File: src/hw/rtl/trpt_pkg.sv
// Shared types, codes and constants of the triggered reward and pulse train timer.
// No dependencies; used by trpt_step and the top level.
package trpt_pkg;

  localparam int unsigned MAX_EV = 5;
  localparam int unsigned EV_IDX_W = $clog2(MAX_EV);
  localparam logic ARM_LINE_USED = 1'b1;
  localparam int unsigned CFG_ADDR_W = 5;

  typedef enum logic [2:0] {
    EV_NONE        = 3'd0,
    EV_REWARD_IN   = 3'd1,
    EV_UNREWARD_IN = 3'd2,
    EV_NOSE_OUT    = 3'd3,
    EV_STIM_START  = 3'd4,
    EV_STIM_END    = 3'd5,
    EV_TIMEOUT     = 3'd6,
    EV_MANUAL      = 3'd7
  } ev_t;

  localparam logic [1:0] END_TIME     = 2'd0;
  localparam logic [1:0] END_NOSE_OUT = 2'd1;
  localparam logic [1:0] END_NOSE_IN  = 2'd2;
  localparam logic [1:0] END_UNUSED   = 2'd3;

  localparam logic [2:0] REG_REWARD_TIME  = 3'd0;
  localparam logic [2:0] REG_SINGLE_SHOT  = 3'd1;
  localparam logic [2:0] REG_LASER_ENABLE = 3'd2;
  localparam logic [2:0] REG_END_MODE     = 3'd3;
  localparam logic [2:0] REG_STIM_DELAY   = 3'd4;
  localparam logic [2:0] REG_STIM_LENGTH  = 3'd5;
  localparam logic [2:0] REG_PULSE_WIDTH  = 3'd6;
  localparam logic [2:0] REG_PULSE_PERIOD = 3'd7;

  typedef struct packed {
    logic [31:0] now_us;
    logic        beam_level;
    logic        arm_pin_level;
    logic        arm_write;
    logic        arm_value;
    logic        reward_now;
    logic        other_nose_in;
  } in_item_t;

  typedef struct packed {
    logic [2:0] event_res;
    logic       solenoid;
    logic       laser;
    logic       nose_in_seen;
    logic       last;
  } out_item_t;

  typedef struct packed {
    logic [31:0] reward_time;
    logic        single_shot;
    logic        laser_enable;
    logic [1:0]  end_mode;
    logic [31:0] stim_delay;
    logic [31:0] stim_length;
    logic [31:0] pulse_width;
    logic [31:0] pulse_period;
  } cfg_t;

  typedef struct packed {
    logic        nose_present;
    logic        armed;
    logic        arm_line_last;
    logic        rewarding;
    logic [31:0] reward_start;
    logic        stim_active;
    logic [31:0] stim_start;
    logic        laser_lit;
    logic [31:0] next_pulse_at;
  } state_t;

  typedef struct packed {
    logic [MAX_EV-1:0][2:0] ev;
    logic [EV_IDX_W:0]      count;
    logic                   seen;
  } step_res_t;

  function automatic step_res_t push_ev(step_res_t r, ev_t e);
    step_res_t q;
    q = r;
    if (r.count < (EV_IDX_W+1)'(MAX_EV)) begin
      q.ev[r.count[EV_IDX_W-1:0]] = e;
      q.count = r.count + (EV_IDX_W+1)'(1);
    end
    return q;
  endfunction

endpackage

File: src/hw/rtl/trpt_step.sv
// One update of the port controller: arm, reward, stimulus and pulse timers.
// Pure combinational; depends on trpt_pkg for the state, config and event types.
module trpt_step
  import trpt_pkg::*;
(
  input  cfg_t      cfg,
  input  state_t    st,
  input  in_item_t  item,
  output state_t    st_nxt,
  output step_res_t res
);

  state_t      s;
  step_res_t   r;
  logic [31:0] t_stim;
  logic [31:0] t_pulse;
  logic [31:0] pulse_off_at;
  logic [31:0] npa_adv;

  always_comb begin
    s = st;
    r = '0;

    if (item.arm_write) begin
      s.armed = item.arm_value;
    end

    if (item.reward_now && (cfg.reward_time != 32'd0)) begin
      s.rewarding = 1'b1;
      s.reward_start = item.now_us;
      r = push_ev(r, EV_MANUAL);
    end

    if (item.other_nose_in && s.stim_active && (cfg.end_mode == END_NOSE_IN)) begin
      s.stim_active = 1'b0;
      s.laser_lit = 1'b0;
      r = push_ev(r, EV_STIM_END);
    end

    if (ARM_LINE_USED && (item.arm_pin_level != s.arm_line_last)) begin
      s.arm_line_last = item.arm_pin_level;
      s.armed = item.arm_pin_level;
    end

    if (item.beam_level != s.nose_present) begin
      if (item.beam_level) begin
        s.nose_present = 1'b1;
        r.seen = 1'b1;
        if (s.armed && (cfg.reward_time != 32'd0)) begin
          s.rewarding = 1'b1;
          s.reward_start = item.now_us;
          r = push_ev(r, EV_REWARD_IN);
        end else begin
          r = push_ev(r, EV_UNREWARD_IN);
        end
        if (cfg.single_shot) begin
          s.armed = 1'b0;
        end
        if (s.stim_active && (cfg.end_mode == END_NOSE_IN)) begin
          s.stim_active = 1'b0;
          s.laser_lit = 1'b0;
          r = push_ev(r, EV_STIM_END);
        end
        if (cfg.laser_enable) begin
          s.stim_active = 1'b1;
          s.stim_start = item.now_us;
          s.next_pulse_at = 32'd0;
          r = push_ev(r, EV_STIM_START);
        end
      end else begin
        s.nose_present = 1'b0;
        r = push_ev(r, EV_NOSE_OUT);
        if (s.stim_active && (cfg.end_mode == END_NOSE_OUT)) begin
          s.stim_active = 1'b0;
          s.laser_lit = 1'b0;
          r = push_ev(r, EV_STIM_END);
        end
      end
    end

    if (s.rewarding && ((item.now_us - s.reward_start) > cfg.reward_time)) begin
      s.rewarding = 1'b0;
    end

    t_stim = item.now_us - s.stim_start;
    t_pulse = t_stim - cfg.stim_delay;
    pulse_off_at = s.next_pulse_at + cfg.pulse_width;
    npa_adv = s.next_pulse_at + cfg.pulse_period;

    if (s.stim_active && (t_stim > cfg.stim_delay)) begin
      if (t_pulse >= cfg.stim_length) begin
        s.stim_active = 1'b0;
        s.laser_lit = 1'b0;
        r = push_ev(r, EV_STIM_END);
        if (cfg.end_mode != END_TIME) begin
          r = push_ev(r, EV_TIMEOUT);
        end
      end else if ((t_pulse >= s.next_pulse_at) && !s.laser_lit) begin
        s.laser_lit = 1'b1;
      end else if ((t_pulse >= pulse_off_at) && s.laser_lit) begin
        s.next_pulse_at = npa_adv;
        if (t_pulse < npa_adv) begin
          s.laser_lit = 1'b0;
        end
      end
    end

    if (r.count == '0) begin
      r = push_ev(r, EV_NONE);
    end

    st_nxt = s;
    res = r;
  end

endmodule

File: src/hw/rtl/triggered_reward_and_pulse_train_timer_top.sv
// Top level of the triggered reward and pulse train timer: config registers,
// input register, step logic and result buffer. Depends on trpt_pkg and trpt_step.
//
// An update is taken into an input register, applied to the port state by the step
// logic, and its event records (one to five) are loaded into a result buffer that
// hands out one record per cycle while out_ready is high. The first record of an
// update is offered once it has passed the input register and been loaded into the
// result buffer, which takes it only when free. An update with one record frees
// the buffer as that record is taken, so such updates can follow every cycle while
// out_ready is high; an update with more records holds the buffer until its last
// record is taken. Registers sit at byte addresses 4*i; pready is tied high.
module triggered_reward_and_pulse_train_timer_top
  import trpt_pkg::*;
(
  input  logic                  clk,
  input  logic                  rst_n,
  input  logic                  in_valid,
  output logic                  in_ready,
  input  in_item_t              in_data,
  output logic                  out_valid,
  input  logic                  out_ready,
  output out_item_t             out_data,
  input  logic                  psel,
  input  logic                  penable,
  input  logic                  pwrite,
  input  logic [CFG_ADDR_W-1:0] paddr,
  input  logic [31:0]           pwdata,
  output logic [31:0]           prdata,
  output logic                  pready
);

  cfg_t        cfg_r;
  state_t      state_r;
  state_t      state_nxt;
  step_res_t   step_res;
  in_item_t    in_item_r;
  logic        in_vld_r;
  logic        res_vld_r;
  logic [MAX_EV-1:0][2:0] res_ev_r;
  logic [EV_IDX_W-1:0]    res_idx_r;
  logic [EV_IDX_W-1:0]    res_last_r;
  logic        res_sol_r;
  logic        res_las_r;
  logic        res_seen_r;
  logic        res_is_last;
  logic        res_free;
  logic        advance;
  logic        out_xfer;
  logic        cfg_wr;
  logic [2:0]  reg_sel;

  assign pready = 1'b1;
  assign reg_sel = paddr[4:2];
  assign cfg_wr = psel && penable && pwrite && pready;

  always_ff @(posedge clk) begin
    if (!rst_n) begin
      cfg_r <= '0;
    end else if (cfg_wr) begin
      unique case (reg_sel)
        REG_REWARD_TIME:  cfg_r.reward_time <= pwdata;
        REG_SINGLE_SHOT:  cfg_r.single_shot <= pwdata[0];
        REG_LASER_ENABLE: cfg_r.laser_enable <= pwdata[0];
        REG_END_MODE: begin
          if (pwdata[1:0] != END_UNUSED) begin
            cfg_r.end_mode <= pwdata[1:0];
          end
        end
        REG_STIM_DELAY:   cfg_r.stim_delay <= pwdata;
        REG_STIM_LENGTH:  cfg_r.stim_length <= pwdata;
        REG_PULSE_WIDTH:  cfg_r.pulse_width <= pwdata;
        REG_PULSE_PERIOD: cfg_r.pulse_period <= pwdata;
        default: ;
      endcase
    end
  end

  always_comb begin
    unique case (reg_sel)
      REG_REWARD_TIME:  prdata = cfg_r.reward_time;
      REG_SINGLE_SHOT:  prdata = {31'd0, cfg_r.single_shot};
      REG_LASER_ENABLE: prdata = {31'd0, cfg_r.laser_enable};
      REG_END_MODE:     prdata = {30'd0, cfg_r.end_mode};
      REG_STIM_DELAY:   prdata = cfg_r.stim_delay;
      REG_STIM_LENGTH:  prdata = cfg_r.stim_length;
      REG_PULSE_WIDTH:  prdata = cfg_r.pulse_width;
      REG_PULSE_PERIOD: prdata = cfg_r.pulse_period;
      default:          prdata = 32'd0;
    endcase
  end

  trpt_step u_step (
    .cfg    (cfg_r),
    .st     (state_r),
    .item   (in_item_r),
    .st_nxt (state_nxt),
    .res    (step_res)
  );

  assign res_is_last = (res_idx_r == res_last_r);
  assign out_xfer = out_valid && out_ready;
  assign res_free = !res_vld_r || (out_ready && res_is_last);
  assign advance = in_vld_r && res_free;
  assign in_ready = !in_vld_r || advance;

  // input register
  always_ff @(posedge clk) begin
    if (!rst_n) begin
      in_vld_r <= 1'b0;
    end else if (in_ready) begin
      in_vld_r <= in_valid;
    end
  end

  always_ff @(posedge clk) begin
    if (in_valid && in_ready) begin
      in_item_r <= in_data;
    end
  end

  // port state: commit one update per advance
  always_ff @(posedge clk) begin
    if (!rst_n) begin
      state_r <= '0;
    end else if (advance) begin
      state_r <= state_nxt;
    end
  end

  // result buffer
  always_ff @(posedge clk) begin
    if (!rst_n) begin
      res_vld_r <= 1'b0;
      res_idx_r <= '0;
      res_last_r <= '0;
    end else if (advance) begin
      res_vld_r <= 1'b1;
      res_idx_r <= '0;
      res_last_r <= EV_IDX_W'(step_res.count - (EV_IDX_W+1)'(1));
    end else if (out_xfer) begin
      if (res_is_last) begin
        res_vld_r <= 1'b0;
      end else begin
        res_idx_r <= res_idx_r + EV_IDX_W'(1);
      end
    end
  end

  always_ff @(posedge clk) begin
    if (advance) begin
      res_ev_r <= step_res.ev;
      res_sol_r <= state_nxt.rewarding;
      res_las_r <= state_nxt.laser_lit;
      res_seen_r <= step_res.seen;
    end
  end

  assign out_valid = res_vld_r;
  assign out_data.event_res = res_ev_r[res_idx_r];
  assign out_data.solenoid = res_sol_r;
  assign out_data.laser = res_las_r;
  assign out_data.nose_in_seen = res_seen_r;
  assign out_data.last = res_is_last;

`ifndef NO_ASSERTIONS
  a_idx_bound: assert property (@(posedge clk) disable iff (!rst_n)
    res_vld_r |-> (res_idx_r <= res_last_r))
    else $error("result index beyond last record");

  a_in_hold: assert property (@(posedge clk) disable iff (!rst_n)
    (in_vld_r && !advance) |=> (in_vld_r && $stable(in_item_r)))
    else $error("pending update lost while result buffer busy");

  a_none_alone: assert property (@(posedge clk) disable iff (!rst_n)
    (out_valid && (out_data.event_res == EV_NONE)) |-> (out_data.last && (res_idx_r == '0)))
    else $error("empty event record not alone in its update");

  a_laser_stim: assert property (@(posedge clk) disable iff (!rst_n)
    state_r.laser_lit |-> state_r.stim_active)
    else $error("laser lit without an active stimulus");
`endif

endmodule
File: config.mk
export PLATFORM = sky130hd
export DESIGN_NAME = triggered_reward_and_pulse_train_timer_top
export DESIGN_NICKNAME = d
export VERILOG_FILES = /design/src/hw/rtl/trpt_pkg.sv /design/src/hw/rtl/trpt_step.sv /design/src/hw/rtl/triggered_reward_and_pulse_train_timer_top.sv
export SDC_FILE = /design/constraint.sdc
export NUM_CORES = 1
export LEC_CHECK = 0
export BUFFER_PORTS_ARGS = -buffer_cell sky130_fd_sc_hd__buf_2
export CORE_MARGIN = 5
export CORE_UTILIZATION = 42
export DETAILED_ROUTE_END_ITERATION = 10
export MAX_ROUTING_LAYER = met4
export PLACE_DENSITY = 0.66
export SLEW_MARGIN = 20
export SYNTH_ARGS = -nofsm -noshare
export SYNTH_HDL_FRONTEND = slang
export SYNTH_SLANG_ARGS = --single-unit
export TNS_END_PERCENT = 100
File: constraint.sdc
create_clock -name clk -period 19 [get_ports clk]
set_input_delay 0 -clock clk [delete_from_list [all_inputs] [get_ports clk]]
set_output_delay 0 -clock clk [all_outputs]
set_load 0.005 [all_outputs]
==> results_dict.tcl <==
set metrics [dict create \
    clock_latency_ps 580 \
    grt_max_degree 89 \
    syn_area_um2 26000 \
    antenna_found_initial 1 \
    busiest_layer "met2" \
    p_sw_share_pct 36.9 \
    placed_area_um2 27200 \
    yosysUniqueCellTypes 82 \
    antenna_left 0 \
    hold_path.class "in -> reg" \
    power_density_nw_per_um2 91.7 \
    maxCapViolCount 0 \
    max_freq_mhz 83.1 \
    seqPwrFrac_pct 27.9 \
    cpLargestDelayFamily "compound AO/OA/AOI/OAI gates" \
    synth_ff_type "dfxtp_1" \
    cp.required_ps 19490 \
    slew_headroom_pct 28.7 \
    rows 91 \
    hold_violations 0 \
    clkPwrFrac_pct 30.9 \
    peakVddDrop_v 0.0000655 \
    io_pins 124 \
    final_util_pct 47.8 \
    cts.reportedPaths.clkPinSlew_ps 50 \
    dp_hpwl_mm 60.2 \
    crit_cells 37 \
    cp-startpoint "in_item_r[5]" \
    crit_fanout 32 \
    clock-sinks 330 \
    p_switching_mw 0.993 \
    coreArea_um2 61500 \
    synthArstFlopShare_pct 0 \
    arrival_ps 12520 \
    multiInputGateArea_um2 17600 \
    path_buf_inv 2 \
    yosysWarnings 0 \
    dr.pass1.iters 7 \
    grt-ovfl-total 0 \
    fin_crit_ps 12030 \
    synth_seq_cells 330 \
    reg2reg_depth 37 \
    drc 0 \
    worst-r2r-setup-slack_ps 6970 \
    tightest_slew_ps 1070 \
    pwr-share-comb_pct 41.2 \
    layout-drive-gt1-share_pct 8.89 \
    fin_area_um2 29400 \
    post-route-period-util_pct 63.3 \
    fillers 6072 \
    end_kind "register" \
    slew_violations 0 \
    portBuffers 120 \
    startpoint_type "register" \
    vias 23600 \
    post_cts_buffers 0 \
    cp_slowest_cell "and2_2" \
    syn_avg_cell_area_um2 8.20 \
    die-height_um 259 \
    rsz0062_at_grt "false" \
    seq_area_um2 7170 \
    fin_nets 3706 \
    routabilityCongestion 0.956 \
    whs_ps 136 \
    intPower_mw 1.70 \
    h-tree-depth 2 \
    area_delta_synth_final_pct 13.1 \
    setup-tns-final_ps 0 \
    setup_violations 0 \
    r2r_start "in_item_r[5]" \
    track_usage_pct 24.0 \
    met3_usage_pct 3.32 \
    synth_fp_nets 3588 \
    vias_per_cell 5.75 \
    grt_pass1_vias 22000 \
    first_iter_violations 2044 \
    slowest_delay_ps 880 \
    cts_tree "done" \
    fin_skew_ps 24.0 \
    leakage_nw 11.6 \
    met2_usage_pct 37.5 \
    seq_area_frac_synth_pct 27.6 \
    critPathCapture "res_last_r[2]" \
    clock_path_buffers 3 \
    grt_pass1_wl_mm 125 \
    die_area_um2 66900 \
    routedWlPerCell_um 19.8 \
    cts-root-buf "clkbuf_16" \
    globalRouteMet1Util_pct 32.4 \
    wirelength_mm 81.4 \
    status "completed" \
    synth_enable_flop_cells 56 \
    rr_endpoint "res_last_r[2]" \
    initial_core_util_pct 42.3 \
    cts_buffers 42 \
    path_class "reg -> reg" \
    fp.dieW_um 259 \
    netlist_instances 3170 \
    total_power_mw 2.69 \
]
[what timing repair did]
item,in CTS,in global routing
hold buffers,76,0
gates resized for setup,0,0
endpoints found under the setup margin,0,0
hold endpoints to repair,212,0
[Yosys cell counts, drive strengths merged, types with 14 or more instances]
cell | count | share of area (%)
nand2 | 480 | 6.9
edfxtp | 56 | 6.5
xnor2 | 99 | 3.4
buf | 22 | 0.44
o21ai | 111 | 2.1
mux2i | 69 | 2.7
nor4 | 17 | 0.41
dfxtp | 274 | 21
mux4 | 35 | 3.0
o21bai | 25 | 0.72
inv | 190 | 2.7
nor3 | 50 | 1.0
nand3 | 69 | 1.3
a31oi | 18 | 0.43
nor2 | 200 | 2.9
a21oi | 343 | 6.6
xor2 | 58 | 2.0
o21a | 33 | 0.95
a211o | 14 | 0.47
clkbuf | 116 | 1.7
nor2b | 23 | 0.55
o211ai | 18 | 0.54
ha | 331 | 16
nand2b | 43 | 1.0
a21o | 91 | 2.6
and3 | 31 | 0.75
a211oi | 94 | 2.8
a22o | 32 | 1.1
nand4 | 35 | 0.84
o2bb2ai | 27 | 0.91
[cells in the final DEF, fill, tap and decap left out, types with 56 or more instances in the layout]
| cell | count |
|---|---|
| a211oi_1 | 90 |
| a21o_1 | 91 |
| a21oi_1 | 343 |
| buf_2 | 120 |
| dfxtp_1 | 274 |
| dlygate4sd3_1 | 76 |
| edfxtp_1 | 56 |
| ha_1 | 331 |
| inv_1 | 185 |
| mux2i_1 | 68 |
| nand2_1 | 480 |
| nand3_1 | 67 |
| nor2_1 | 198 |
| o21ai_0 | 107 |
| xnor2_1 | 98 |
| xor2_1 | 58 |
[registers in the layout (all words and copies together) (netlist names), 3 cells and up]
name / flops
res_idx_r: 3
in_item_r: 38
cfg_r: 164
res_ev_r: 15
res_last_r: 3
state_r: 102
[power by group through the flow]
stage	clock, mW	combinational, mW	sequential [mW]
floorplan	0	0.808	0.759
global placement	0	1.06	0.766
detailed placement	0	1.08	0.766
CTS	0.849	1.10	0.751
global route	0.876	1.25	0.754
finish	0.832	1.11	0.752
[per-stage QoR]
step | setup WS, ps | instances
global route | 5950 | 4108
global placement | 7250 | 3958
floorplan | 10360 | 3170
detailed placement | 7190 | 3958
finish | 6970 | 4108
CTS | 7140 | 4107
[worst min-delay path by stage]
stage / slack, ps / end / start / cells past startpoint
2_1_floorplan: 100 / in_item_r[0] / in_data[0] / 0
3_3_place_gp: 180 / in_item_r[5] / in_data[5] / 1
3_5_place_dp: 180 / in_item_r[12] / in_data[12] / 1
4_1_cts: 100 / cfg_r[130] / penable / 6
5_1_grt: 120 / in_item_r[1] / in_data[1] / 2
6_report: 140 / in_item_r[1] / in_data[1] / 2
[metal layers]
layer / vias to the layer above / wire, µm
li1: 11700 / -
met1: 11100 / 37300
met5: - / 0
met2: 723 / 36200
met4: 0 / 2910
met3: 150 / 5000
[logic make-up after synthesis]
family,Yosys count,share of synthesized area [%]
AND/OR/NAND/NOR,1003,17.3
multiplexers,109,5.92
AO/OA/AOI/OAI,904,22.6
XOR/XNOR,157,5.32
buffers and inverters,329,4.87
other,1,0.0144
flip-flops,330,27.6
adder cells (fa/ha/maj),337,16.4
[cell type report]
cell class                      instances  area share [%]
Inverter                              191            2.47
Antenna cell                            1         0.00852
Clock inverter                         18           0.792
Sequential cell                       330            24.4
Multi-Input combinational cell       2511            59.9
Timing Repair Buffer                  212            5.04
Tap cell                              790            3.36
Clock buffer                           55            4.03
Power figures use the tool's default switching activity.
